## config.mk

```make
export PLATFORM = sky130hd
export DESIGN_NAME = rgb_to_hsv_pixel
export DESIGN_NICKNAME = d
export VERILOG_FILES = /design/src/rtl/core/rhp_pkg.sv /design/src/rtl/core/rhp_prep.sv /design/src/rtl/core/rhp_div.sv /design/src/rtl/core/rgb_to_hsv_pixel.sv
export SDC_FILE = /design/constraint.sdc
export NUM_CORES = 1
export LEC_CHECK = 0
export BUFFER_PORTS_ARGS = -buffer_cell sky130_fd_sc_hd__buf_2
export CAP_MARGIN = 20
export CORE_MARGIN = 5
export CORE_UTILIZATION = 49
export DETAILED_ROUTE_END_ITERATION = 6
export PLACE_DENSITY = 0.67
export SETUP_SLACK_MARGIN = 0.15
export SLEW_MARGIN = 25
export SYNTH_ARGS = -nofsm -noshare
export SYNTH_HDL_FRONTEND = slang
export SYNTH_SLANG_ARGS = --single-unit
```

## constraint.sdc

```tcl
create_clock -name clk_i -period 6.7 [get_ports clk_i]
set_input_delay 0.67 -clock clk_i [delete_from_list [all_inputs] [get_ports clk_i]]
set_output_delay 0.67 -clock clk_i [all_outputs]
set_load 0.02 [all_outputs]
```

## src/rtl/core/rhp_pkg.sv

```systemverilog
// Shared types and constants for the RGB to HSV pixel converter.
// No dependencies; imported by every module of the block.
package rhp_pkg;

  localparam int CH_W       = 8;   // one color channel
  localparam int HUE_W      = 8;   // hue in half degrees
  localparam int SAT_W      = 8;
  localparam int BRIGHT_W   = 7;

  localparam int HUE_NUM_W  = 17;  // 60*diff + 360*d stays below 2^17
  localparam int SAT_NUM_W  = 16;  // d*255 stays below 2^16
  localparam int QUO_W      = 9;   // hue in degrees reaches 420 before the fold

  localparam int RHP_QBITS_PER_STAGE = 3;

  localparam int HUE_SCALE  = 60;
  localparam int OFF_RED    = 360;
  localparam int OFF_GREEN  = 120;
  localparam int OFF_BLUE   = 240;
  localparam int DEG_FULL   = 360;
  localparam int SAT_SCALE  = 255;
  localparam int VAL_SCALE  = 100;
  localparam int HUE_MAX    = 179;
  localparam int BRIGHT_MAX = 100;
  localparam int CH_FULL    = 255;

  // Front end has two register stages, the output one more.
  localparam int PREP_LAT   = 2;

  typedef enum logic [1:0] {
    SEC_RED   = 2'd0,
    SEC_GREEN = 2'd1,
    SEC_BLUE  = 2'd2
  } hue_sec_e;

  // Side data that rides along with the hue divider.
  typedef struct packed {
    logic                gray;
    logic [BRIGHT_W-1:0] bright;
  } pix_side_t;

  // Front-end result handed to both dividers.
  typedef struct packed {
    logic                 valid;
    logic                 black;
    logic [HUE_NUM_W-1:0] hue_num;
    logic [CH_W-1:0]      delta;
    logic [SAT_NUM_W-1:0] sat_num;
    logic [CH_W-1:0]      max_ch;
    pix_side_t            side;
  } prep_t;

endpackage

```

## src/rtl/core/rhp_prep.sv

```systemverilog
// Front end of the converter: max/min, sector, then dividends and brightness.
// Depends on rhp_pkg.
module rhp_prep
  import rhp_pkg::*;
(
  input  logic            clk_i,
  input  logic            rst_ni,
  input  logic            valid_i,
  input  logic [CH_W-1:0] red_i,
  input  logic [CH_W-1:0] green_i,
  input  logic [CH_W-1:0] blue_i,
  output prep_t           prep_o
);

  // Stage 1 registers
  logic                   vld1_q;
  logic [CH_W-1:0]        mx1_q, mx1_d;
  logic [CH_W-1:0]        dl1_q, dl1_d;
  logic signed [CH_W:0]   df1_q, df1_d;
  hue_sec_e               sec1_q, sec1_d;

  // Stage 2 registers
  logic                   vld2_q;
  logic [HUE_NUM_W-1:0]   num2_q, num2_d;
  logic [SAT_NUM_W-1:0]   snum2_q, snum2_d;
  logic [CH_W-1:0]        mx2_q;
  logic [CH_W-1:0]        dl2_q;
  logic [BRIGHT_W-1:0]    br2_q, br2_d;

  logic [CH_W-1:0]        mn1;
  logic signed [CH_W:0]   r_s, g_s, b_s;

  always_comb begin
    r_s = $signed({1'b0, red_i});
    g_s = $signed({1'b0, green_i});
    b_s = $signed({1'b0, blue_i});
    mx1_d = red_i;
    if (green_i > mx1_d) mx1_d = green_i;
    if (blue_i > mx1_d) mx1_d = blue_i;
    mn1 = red_i;
    if (green_i < mn1) mn1 = green_i;
    if (blue_i < mn1) mn1 = blue_i;
    dl1_d = mx1_d - mn1;
    // red wins ties, then green
    if (mx1_d == red_i) begin
      sec1_d = SEC_RED;
      df1_d  = g_s - b_s;
    end else if (mx1_d == green_i) begin
      sec1_d = SEC_GREEN;
      df1_d  = b_s - r_s;
    end else begin
      sec1_d = SEC_BLUE;
      df1_d  = r_s - g_s;
    end
  end

  logic        [8:0]  off;
  logic signed [17:0] prod_s;
  logic        [17:0] off_prod;
  logic signed [17:0] num_s;
  logic        [14:0] val_prod;
  logic        [15:0] val_sum;

  always_comb begin
    case (sec1_q)
      SEC_RED:   off = 9'(OFF_RED);
      SEC_GREEN: off = 9'(OFF_GREEN);
      SEC_BLUE:  off = 9'(OFF_BLUE);
      default:   off = '0;
    endcase
    prod_s   = 18'(df1_q) * 18'(HUE_SCALE);
    off_prod = 18'(dl1_q) * 18'(off);
    num_s    = prod_s + $signed(off_prod);
    num2_d   = num_s[HUE_NUM_W-1:0];
    // d*255 as a shift and subtract
    snum2_d  = (SAT_NUM_W'(dl1_q) << CH_W) - SAT_NUM_W'(dl1_q);
    // floor(y/255) for y below 65535: (y + (y>>8) + 1) >> 8
    val_prod = 15'(mx1_q) * 15'(VAL_SCALE);
    val_sum  = 16'(val_prod) + 16'(val_prod >> 8) + 16'd1;
    br2_d    = val_sum[8 +: BRIGHT_W];
  end

  always_ff @(posedge clk_i or negedge rst_ni) begin
    if (!rst_ni) begin
      vld1_q <= 1'b0;
      vld2_q <= 1'b0;
    end else begin
      vld1_q <= valid_i;
      vld2_q <= vld1_q;
    end
  end

  always_ff @(posedge clk_i) begin
    mx1_q   <= mx1_d;
    dl1_q   <= dl1_d;
    df1_q   <= df1_d;
    sec1_q  <= sec1_d;
    num2_q  <= num2_d;
    snum2_q <= snum2_d;
    mx2_q   <= mx1_q;
    dl2_q   <= dl1_q;
    br2_q   <= br2_d;
  end

  always_comb begin
    prep_o.valid       = vld2_q;
    prep_o.black       = (mx2_q == '0);
    prep_o.hue_num     = num2_q;
    prep_o.delta       = dl2_q;
    prep_o.sat_num     = snum2_q;
    prep_o.max_ch      = mx2_q;
    prep_o.side.gray   = (dl2_q == '0);
    prep_o.side.bright = br2_q;
  end

endmodule

```

## src/rtl/core/rhp_div.sv

```systemverilog
// Pipelined restoring divider, a few quotient bits per register stage.
// Depends on rhp_pkg for default widths.
module rhp_div
  import rhp_pkg::*;
#(
  parameter int NUM_W  = HUE_NUM_W,
  parameter int DEN_W  = CH_W,
  parameter int QW     = QUO_W,
  parameter int STEP   = RHP_QBITS_PER_STAGE,
  parameter int SIDE_W = 1
) (
  input  logic              clk_i,
  input  logic              rst_ni,
  input  logic              valid_i,
  input  logic [NUM_W-1:0]  num_i,
  input  logic [DEN_W-1:0]  den_i,
  input  logic [SIDE_W-1:0] side_i,
  output logic              valid_o,
  output logic [QW-1:0]     quo_o,
  output logic [SIDE_W-1:0] side_o
);

  localparam int NS = (QW + STEP - 1) / STEP;
  localparam int WW = NUM_W + QW;

  logic              vld_q  [NS];
  logic [NUM_W-1:0]  rem_q  [NS];
  logic [QW-1:0]     quo_q  [NS];
  logic [DEN_W-1:0]  den_q  [NS];
  logic [SIDE_W-1:0] side_q [NS];

  for (genvar s = 0; s < NS; s++) begin : g_stage
    logic              vld_in;
    logic [NUM_W-1:0]  rem_in;
    logic [QW-1:0]     quo_in;
    logic [DEN_W-1:0]  den_in;
    logic [SIDE_W-1:0] side_in;
    logic [NUM_W-1:0]  rem_d;
    logic [QW-1:0]     quo_d;

    if (s == 0) begin : g_head
      assign vld_in  = valid_i;
      assign rem_in  = num_i;
      assign quo_in  = '0;
      assign den_in  = den_i;
      assign side_in = side_i;
    end else begin : g_body
      assign vld_in  = vld_q[s-1];
      assign rem_in  = rem_q[s-1];
      assign quo_in  = quo_q[s-1];
      assign den_in  = den_q[s-1];
      assign side_in = side_q[s-1];
    end

    always_comb begin
      logic [WW-1:0] sh;
      logic          fit;
      sh    = '0;
      fit   = 1'b0;
      rem_d = rem_in;
      quo_d = quo_in;
      for (int k = 0; k < STEP; k++) begin
        if (s * STEP + k < QW) begin
          // try subtracting den at the next quotient bit, MSB first
          sh    = WW'(den_in) << (QW - 1 - s * STEP - k);
          fit   = (WW'(rem_d) >= sh);
          if (fit) rem_d = rem_d - sh[NUM_W-1:0];
          quo_d = (quo_d << 1) | QW'(fit);
        end
      end
    end

    always_ff @(posedge clk_i or negedge rst_ni) begin
      if (!rst_ni) begin
        vld_q[s] <= 1'b0;
      end else begin
        vld_q[s] <= vld_in;
      end
    end

    always_ff @(posedge clk_i) begin
      rem_q[s]  <= rem_d;
      quo_q[s]  <= quo_d;
      den_q[s]  <= den_in;
      side_q[s] <= side_in;
    end
  end

  assign valid_o = vld_q[NS-1];
  assign quo_o   = quo_q[NS-1];
  assign side_o  = side_q[NS-1];

endmodule

```

## src/rtl/core/rgb_to_hsv_pixel.sv

```systemverilog
// RGB to HSV pixel converter, top level.
// Throughput: one pixel per clock; busy_o is always low and the receiver cannot stall.
// The depth is set by the two restoring dividers, which resolve QBITS_PER_STAGE bits
// each per register stage. Reset clears only the valid bits; no beat is in flight after.
// Depends on rhp_pkg, rhp_prep and rhp_div.
module rgb_to_hsv_pixel
  import rhp_pkg::*;
#(
  parameter int QBITS_PER_STAGE = RHP_QBITS_PER_STAGE
) (
  input  logic                clk_i,
  input  logic                rst_ni,
  input  logic                start_i,
  output logic                busy_o,
  input  logic [CH_W-1:0]     red_i,
  input  logic [CH_W-1:0]     green_i,
  input  logic [CH_W-1:0]     blue_i,
  output logic                done_o,
  output logic [HUE_W-1:0]    hue_o,
  output logic [SAT_W-1:0]    saturation_o,
  output logic [BRIGHT_W-1:0] brightness_o
);

  // The pipeline never holds a beat back, so a new pixel is always welcome.
  assign busy_o = 1'b0;

  prep_t prep;

  // Two stages: max/min and sector, then the hue and saturation dividends and brightness.
  rhp_prep u_prep (
    .clk_i   (clk_i),
    .rst_ni  (rst_ni),
    .valid_i (start_i),
    .red_i   (red_i),
    .green_i (green_i),
    .blue_i  (blue_i),
    .prep_o  (prep)
  );

  logic            hue_vld;
  logic [QUO_W-1:0] hue_deg;
  pix_side_t       hue_side;

  // Hue in whole degrees: (60*diff + offset*d) / d, in 60..420 when d is nonzero.
  rhp_div #(
    .NUM_W  (HUE_NUM_W),
    .DEN_W  (CH_W),
    .QW     (QUO_W),
    .STEP   (QBITS_PER_STAGE),
    .SIDE_W ($bits(pix_side_t))
  ) u_hue_div (
    .clk_i   (clk_i),
    .rst_ni  (rst_ni),
    .valid_i (prep.valid),
    .num_i   (prep.hue_num),
    .den_i   (prep.delta),
    .side_i  (prep.side),
    .valid_o (hue_vld),
    .quo_o   (hue_deg),
    .side_o  (hue_side)
  );

  logic             sat_vld;
  logic [QUO_W-1:0] sat_quo;
  logic             sat_black;

  // Saturation: d*255 / max. Same quotient width keeps both dividers in step.
  rhp_div #(
    .NUM_W  (SAT_NUM_W),
    .DEN_W  (CH_W),
    .QW     (QUO_W),
    .STEP   (QBITS_PER_STAGE),
    .SIDE_W (1)
  ) u_sat_div (
    .clk_i   (clk_i),
    .rst_ni  (rst_ni),
    .valid_i (prep.valid),
    .num_i   (prep.sat_num),
    .den_i   (prep.max_ch),
    .side_i  (prep.black),
    .valid_o (sat_vld),
    .quo_o   (sat_quo),
    .side_o  (sat_black)
  );

  logic                done_q, done_d;
  logic [HUE_W-1:0]    hue_q, hue_d;
  logic [SAT_W-1:0]    sat_q, sat_d;
  logic [BRIGHT_W-1:0] bright_q;
  logic [QUO_W-1:0]    deg_fold;

  always_comb begin
    done_d = hue_vld & sat_vld;
    // Fold 360..420 back into 0..60, then halve to half degrees.
    if (hue_deg >= QUO_W'(DEG_FULL)) begin
      deg_fold = hue_deg - QUO_W'(DEG_FULL);
    end else begin
      deg_fold = hue_deg;
    end
    // Gray pixels divide by zero; drop the quotient and force hue to zero.
    hue_d = hue_side.gray ? '0 : deg_fold[HUE_W:1];
    // Black pixels likewise force saturation to zero.
    sat_d = sat_black ? '0 : sat_quo[SAT_W-1:0];
  end

  always_ff @(posedge clk_i or negedge rst_ni) begin
    if (!rst_ni) begin
      done_q <= 1'b0;
    end else begin
      done_q <= done_d;
    end
  end

  always_ff @(posedge clk_i) begin
    hue_q    <= hue_d;
    sat_q    <= sat_d;
    bright_q <= hue_side.bright;
  end

  assign done_o       = done_q;
  assign hue_o        = hue_q;
  assign saturation_o = sat_q;
  assign brightness_o = bright_q;

endmodule

```

# Yosys cells after proc, flatten, opt, wreduce, memory -nomap -nowiden
# Memory sizes are Yosys's and may differ from the RTL's. A register that Yosys moved wholly into a read port is not among the register bits.
# Index checks and enable logic that the tools add are counted.
[totals]
word_cells = 128
ram_bits = 228
reg_bits = 104
input_bits = 27
mem_bits_ro = 0
n_memories = 8
latchBits = 0
out_inout_bits = 25
[op_classes]
eq_ne = 4
n_bitwise = 16
n_mux = 27
n_reduce_logical = 3
mul = 3
n_shift = 0
order_cmp = 23
addsub = 27
div_mod_pow = 0
[mem_list]
columns = ["memory", "depth", "word_bits", "read_ports", "rd_clocked_by_memory_dff", "write_ports", "line", "rtl"]
rows = [
  ["u_hue_div.rem_q", 3, 17, 2, 0, 3, "rhp_div.sv:27", "logic [NUM_W-1:0] rem_q [NS];"],
  ["u_sat_div.rem_q", 3, 16, 2, 0, 3, "rhp_div.sv:27", ""],
  ["u_hue_div.quo_q", 3, 9, 3, 0, 3, "rhp_div.sv:28", "logic [QW-1:0] quo_q [NS];"],
  ["u_sat_div.quo_q", 3, 9, 3, 1, 3, "rhp_div.sv:28", ""],
  ["u_hue_div.den_q", 3, 8, 2, 0, 3, "rhp_div.sv:29", "logic [DEN_W-1:0] den_q [NS];"],
  ["u_hue_div.side_q", 3, 8, 3, 0, 3, "rhp_div.sv:30", "logic [SIDE_W-1:0] side_q [NS];"],
  ["+2 memories", "-", "-", "-", "-", "-", "-", ""],
]
[ops]
columns = ["op", "count"]
rows = [
  ["$mux W17", 9],
  ["$mux W16", 9],
  ["$or A9 B1 Y9", 6],
  ["$mux W8", 4],
  ["$or A8 B1 Y8", 4],
  ["$sub A16 B8 Y16", 2],
  ["$or A7 B1 Y7", 4],
  ["$mux W9", 3],
  ["$pmux W9 S3", 1],
  ["$sub A8 B8 Y9", 3],
  ["$add A17 B17 Y17", 1],
  ["$ge A17 B10 Y1", 1],
  ["$ge A17 B11 Y1", 1],
  ["$ge A17 B12 Y1", 1],
  ["$ge A17 B13 Y1", 1],
  ["$ge A17 B14 Y1", 1],
  ["$ge A17 B15 Y1", 1],
  ["$ge A17 B16 Y1", 1],
  ["$ge A17 B8 Y1", 1],
  ["$ge A17 B9 Y1", 1],
  ["$mul A8 B9 Y17", 1],
  ["$sub A17 B10 Y17", 1],
  ["$sub A17 B11 Y17", 1],
  ["$sub A17 B12 Y17", 1],
  ["39 further kinds", 44],
]

# Logic depth before layout (Yosys ltp)
[logic_depth]
depth_word = 7
ltp_mapped = 37
mapped_depth_nobuf = 34

# Cells and area by module
# Synthesis repeated with hierarchy kept, for this count alone.
[unflattened]
hier_cells = 2479
area_unflattened_um2 = 21737.1
[modules_own_cells]
columns = ["mod", "seq_area_each_um2", "area_per_inst_um2", "cells_per_inst", "instances"]
rows = [
  ["rhp_prep", 1651.6, 8386.8, 947, 1],
  ["rhp_div at u_hue_div", 1916.8, 6729.0, 768, 1],
  ["rhp_div at u_sat_div", 1456.4, 5864.4, 695, 1],
  ["rgb_to_hsv_pixel", 485.5, 757.0, 69, 1],
]

# Least setup slack after synthesis
# No wires, ideal clock.
[synth_path]
path_type = "register -> register"
from = "memory u_sat_div.den_q[0][2] (netlist name)"
to = "memory u_sat_div.rem_q[0][26] (netlist name)"
required_ps = 6579
synth_period_minus_slack_ps = 7222
setup_time_ps = 121
t_arrival_ps = 7100
n_path_buf = 3
path_stages_with_launch = 30
slack_ps = -522
cell_sequence = "dfxtp_1 -> inv_1 -> ha_1 -> a21oi_1 -> nand2_1 -> o211a_1 -> nor3_1 -> clkinv_1 -> mux2_2 -> ha_1 -> o21ai_0 -> a21oi_1 -> nor3_1 -> nand3b_1 -> nand2b_1 -> or3_1 -> clkbuf_1 -> clkbuf_1 -> a21oi_1 -> ha_1 -> nor2b_1 -> o211ai_1 -> a31oi_1 -> o31a_1 -> a2111oi_0 -> or4b_2 -> nand2_1 -> nand3_2 -> buf_6 -> mux2_4"
[synth_lines]
columns = ["item", "line"]
rows = [
  ["start, declared", "rhp_div.sv:29"],
  ["end, declared", "rhp_div.sv:27"],
]

==> flow_metrics.py <==
metrics = {
    "sta": {
        "rsz0062_at_grt": "false",
        "hold_viol": 0,
        "post-route-period-util": 0.935,
        "slew_viol_final": 0,
        "finClkSkew_ps": 34.2,
        "finalCriticalPeriod_ps": 6270,
        "finalSetupViolations": 0,
        "worstMarginPinSlew_ps": 1030,
        "slew_headroom": 0.311,
        "fin_tns_setup_ps": 0,
        "fmax_mhz": 160,
    },
    "synthesis": {
        "synth_edf_count": 0,
        "syn_area_per_cell_sq_um": 8.69,
        "synth_cells": 2398,
        "yosysSeqAreaShare": 0.252,
        "yosys.cell_types.count": 94,
        "synth_nets": 2781,
        "syn_area_sq_um": 20800,
        "yosysWarnings": 0,
        "synth-seq-cells": 261,
        "ys_async_sr_fraction": 0.0230,
        "ys.flop_type": "dfxtp_1",
    },
    "cts": {
        "htreeDepth": 1,
        "clock_latency_ps": 580,
        "clk_pin_slew_worst_paths_ps": 60,
        "cts_buffers": 30,
        "root_buffer": "clkbuf_16",
        "clockBufferDepth": 3,
        "cts_tree": "yes",
        "cts_sinks": 261,
    },
    "placement": {
        "numPortBuffers": 50,
        "gp_congestion": 0.933,
        "place.detailed.hpwl_microns": 40100,
    },
    "setup_path": {
        "worstPathRequired_ps": 7140,
        "cp.arrival_ps": 6710,
        "cp-end-kind": "flip-flop",
        "cp_slowest_cell": "or4b_4",
        "cp_max_fo": 8,
        "critPathMaxStageDelay_ps": 510,
        "worstSetupPathType": "flip-flop to flip-flop",
        "start_kind": "flip-flop",
        "cpMostUsedCell": "buf_4",
    },
    "global_routing": {
        "antenna_found_initial": 0,
        "grtUsageTotal": 0.206,
        "grt_overflow_total": 0,
        "grt_max_degree": 23,
        "grt_pass1_vias": 17300,
        "grt_pass1_wl_microns": 82300,
    },
    "flow_run": {
        "drv_cap": 0,
    },
    "cells_and_area": {
        "multiInputGateArea_sq_um": 14900,
        "drive_above_1_share": 0.151,
        "fillers": 3721,
        "regArea_sq_um": 5270,
        "fin_nets": 2944,
        "syn2layout_area_growth_pct": 15.4,
        "antenna_cells": 0,
    },
    "route": {
        "vias": 17300,
        "post_drt_wl_per_cell_microns": 15.9,
        "drtIter0Drc": 873,
        "drt_pass1_iterations": 5,
        "viasPerCell": 5.54,
        "ant_nets": 0,
        "routed_wl_microns": 49500,
        "drc_errors": 0,
    },
    "floorplan": {
        "core-area_sq_um": 42000,
        "die_w_microns": 216,
        "ios": 52,
        "die-area_sq_um": 46800,
        "dieHeight_microns": 216,
        "rows": 75,
        "start_util": 0.496,
    },
    "status": {
        "status": "complete, no violations",
    },
    "worst_hold_path": {
        "hold_class": "input port to flip-flop",
    },
}
cells by family after synthesis:
group                    count (synthesis)  synth area share
other                                    1          0.000180
AND/OR/NAND/NOR                        618             0.151
multiplexers                            93            0.0478
adder cells (fa/ha/maj)                356             0.240
flip-flops                             261             0.252
XOR/XNOR                               180            0.0756
buffers and inverters                  315            0.0583
AO/OA/AOI/OAI                          574             0.175
cell usage after synthesis (4+ instances only):
cell,instances,area share
xnor2_1,116,0.049
o21ai_0,138,0.033
nand4_1,37,0.011
nor2b_1,60,0.018
o31ai_1,16,0.0058
a211oi_1,15,0.0054
a41oi_1,4,0.0017
nand3_1,23,0.0055
ha_1,284,0.17
o22ai_1,7,0.0021
buf_2,8,0.0019
or2_2,8,0.0024
nand3b_1,8,0.0029
o21a_1,28,0.010
nand2_1,133,0.024
and2_1,26,0.0078
a221oi_1,11,0.0046
dfxtp_1,255,0.24
a21o_1,62,0.022
a211o_1,9,0.0038
clkbuf_1,27,0.0049
nor2_1,170,0.031
nand2b_1,40,0.012
o21bai_1,20,0.0072
inv_1,271,0.049
o31a_1,6,0.0025
nor3b_1,7,0.0025
a21oi_1,172,0.041
and3_1,13,0.0039
or4_1,8,0.0029
fa_1,72,0.069
nor4_1,17,0.0051
mux2_2,47,0.025
xor2_1,64,0.027
o221ai_1,4,0.0017
a31oi_1,16,0.0048
and4_1,4,0.0017
o211ai_1,13,0.0047
or3_1,15,0.0045
a21boi_0,14,0.0050
mux2i_1,44,0.021
nor3_1,26,0.0062
dfrtp_1,6,0.0072
worst max-delay path: cells and delay by family, from the launching register on:
family / cells / cell delay, ps
simple gates: 10 / 2090
compound gates: 10 / 1960
fa+ha+maj: 3 / 910
buf+inv: 3 / 480
flops: 1 / 370
mux: 1 / 350
area by class of cell:
type / count / area share
repair buffers: 172 / 0.0491
well taps: 539 / 0.0280
clock buffers: 37 / 0.0344
multi-input cells: 1822 / 0.618
clock inverters: 19 / 0.00879
inverters: 274 / 0.0429
flip-flops and latches: 261 / 0.219
sequential cells by signal, summed over array words and instances, names as in the netlist, 9 cells and up:
register and count:
u_hue_div.rem_q 30, u_sat_div.rem_q 30, u_hue_div.side_q 24, u_hue_div.quo_q 18, u_hue_div.den_q 16, u_prep.snum2_q 16, u_sat_div.den_q 16, u_prep.num2_q 15
u_sat_div.quo_q 15, u_prep.df1_q 9
final timing paths:
check / depth (start not counted) / slack, ps / from / endpoint
setup / recovery: 27 / 430 / u_sat_div.rem_q[0][11]$_DFF_P_ / u_sat_div.rem_q[0][29]$_DFF_P_
hold / removal: 1 / 230 / start_i / u_prep.vld1_q$_DFF_PN0_
setup reg to reg: 27 / 430 / u_sat_div.rem_q[0][11]$_DFF_P_ / u_sat_div.rem_q[0][29]$_DFF_P_
hold reg to reg: 0 / 320 / u_sat_div.den_q[0][2]$_DFF_P_ / u_sat_div.den_q[0][10]$_DFF_P_
max in group asynchronous: 2 / 6100 / rst_ni / u_prep.vld1_q$_DFF_PN0_
min in group asynchronous: 2 / 460 / rst_ni / u_sat_div.valid_o$_DFF_PN0_
cell usage in the layout (no fill, tap or decap), types with 16 or more instances in the layout:
master     instances
nor2_1           164
a31oi_1           16
ha_1             272
nand3_1           23
o21a_1            28
o21ai_0          115
and2_1            26
xor2_1            64
dfxtp_1          246
a21o_1            62
fa_1              69
a21oi_2           18
nor2b_1           60
nand4_1           37
nor3_1            23
mux2_2            47
clkbuf_16         30
buf_4            116
inv_1            269
nor4_1            16
a21oi_1          153
xnor2_1          116
buf_2             51
o21bai_1          20
mux2i_1           41
nand2b_1          40
nand2_1          132
metrics by stage:
step	std cells	instance area [sq um]	setup slack [ps]	hold slack, ps	util
after global placement	3041	22400	-38.0	311	0.532
final	3124	24100	434	227	0.572
after global routing	3124	24100	90.4	201	0.572
after CTS	3105	23500	140	198	0.560
after floorplan	2398	20900	152	310	-
after detailed placement	3041	22400	-117	312	0.532
repair_timing:
action,4_1_cts,5_1_grt
setup endpoints to repair,35,57
hold buffers,1,0
buffers inserted,7,18
gates resized for setup,20,102
gates cloned,0,1
endpoints found under the hold margin,6,0
pin swaps,7,42
routing by layer:
metal,GRT usage,vias to the layer above,part of all wire
met4,0.0651,0,0.030
met2,0.366,369,0.48
li1,-,8710,-
met1,0.262,8135,0.45
met3,0.0225,106,0.036
met5,0,-,0
Power is not shown: default switching activity piles up to over one toggle a cycle in this logic, so the estimate is an artifact.
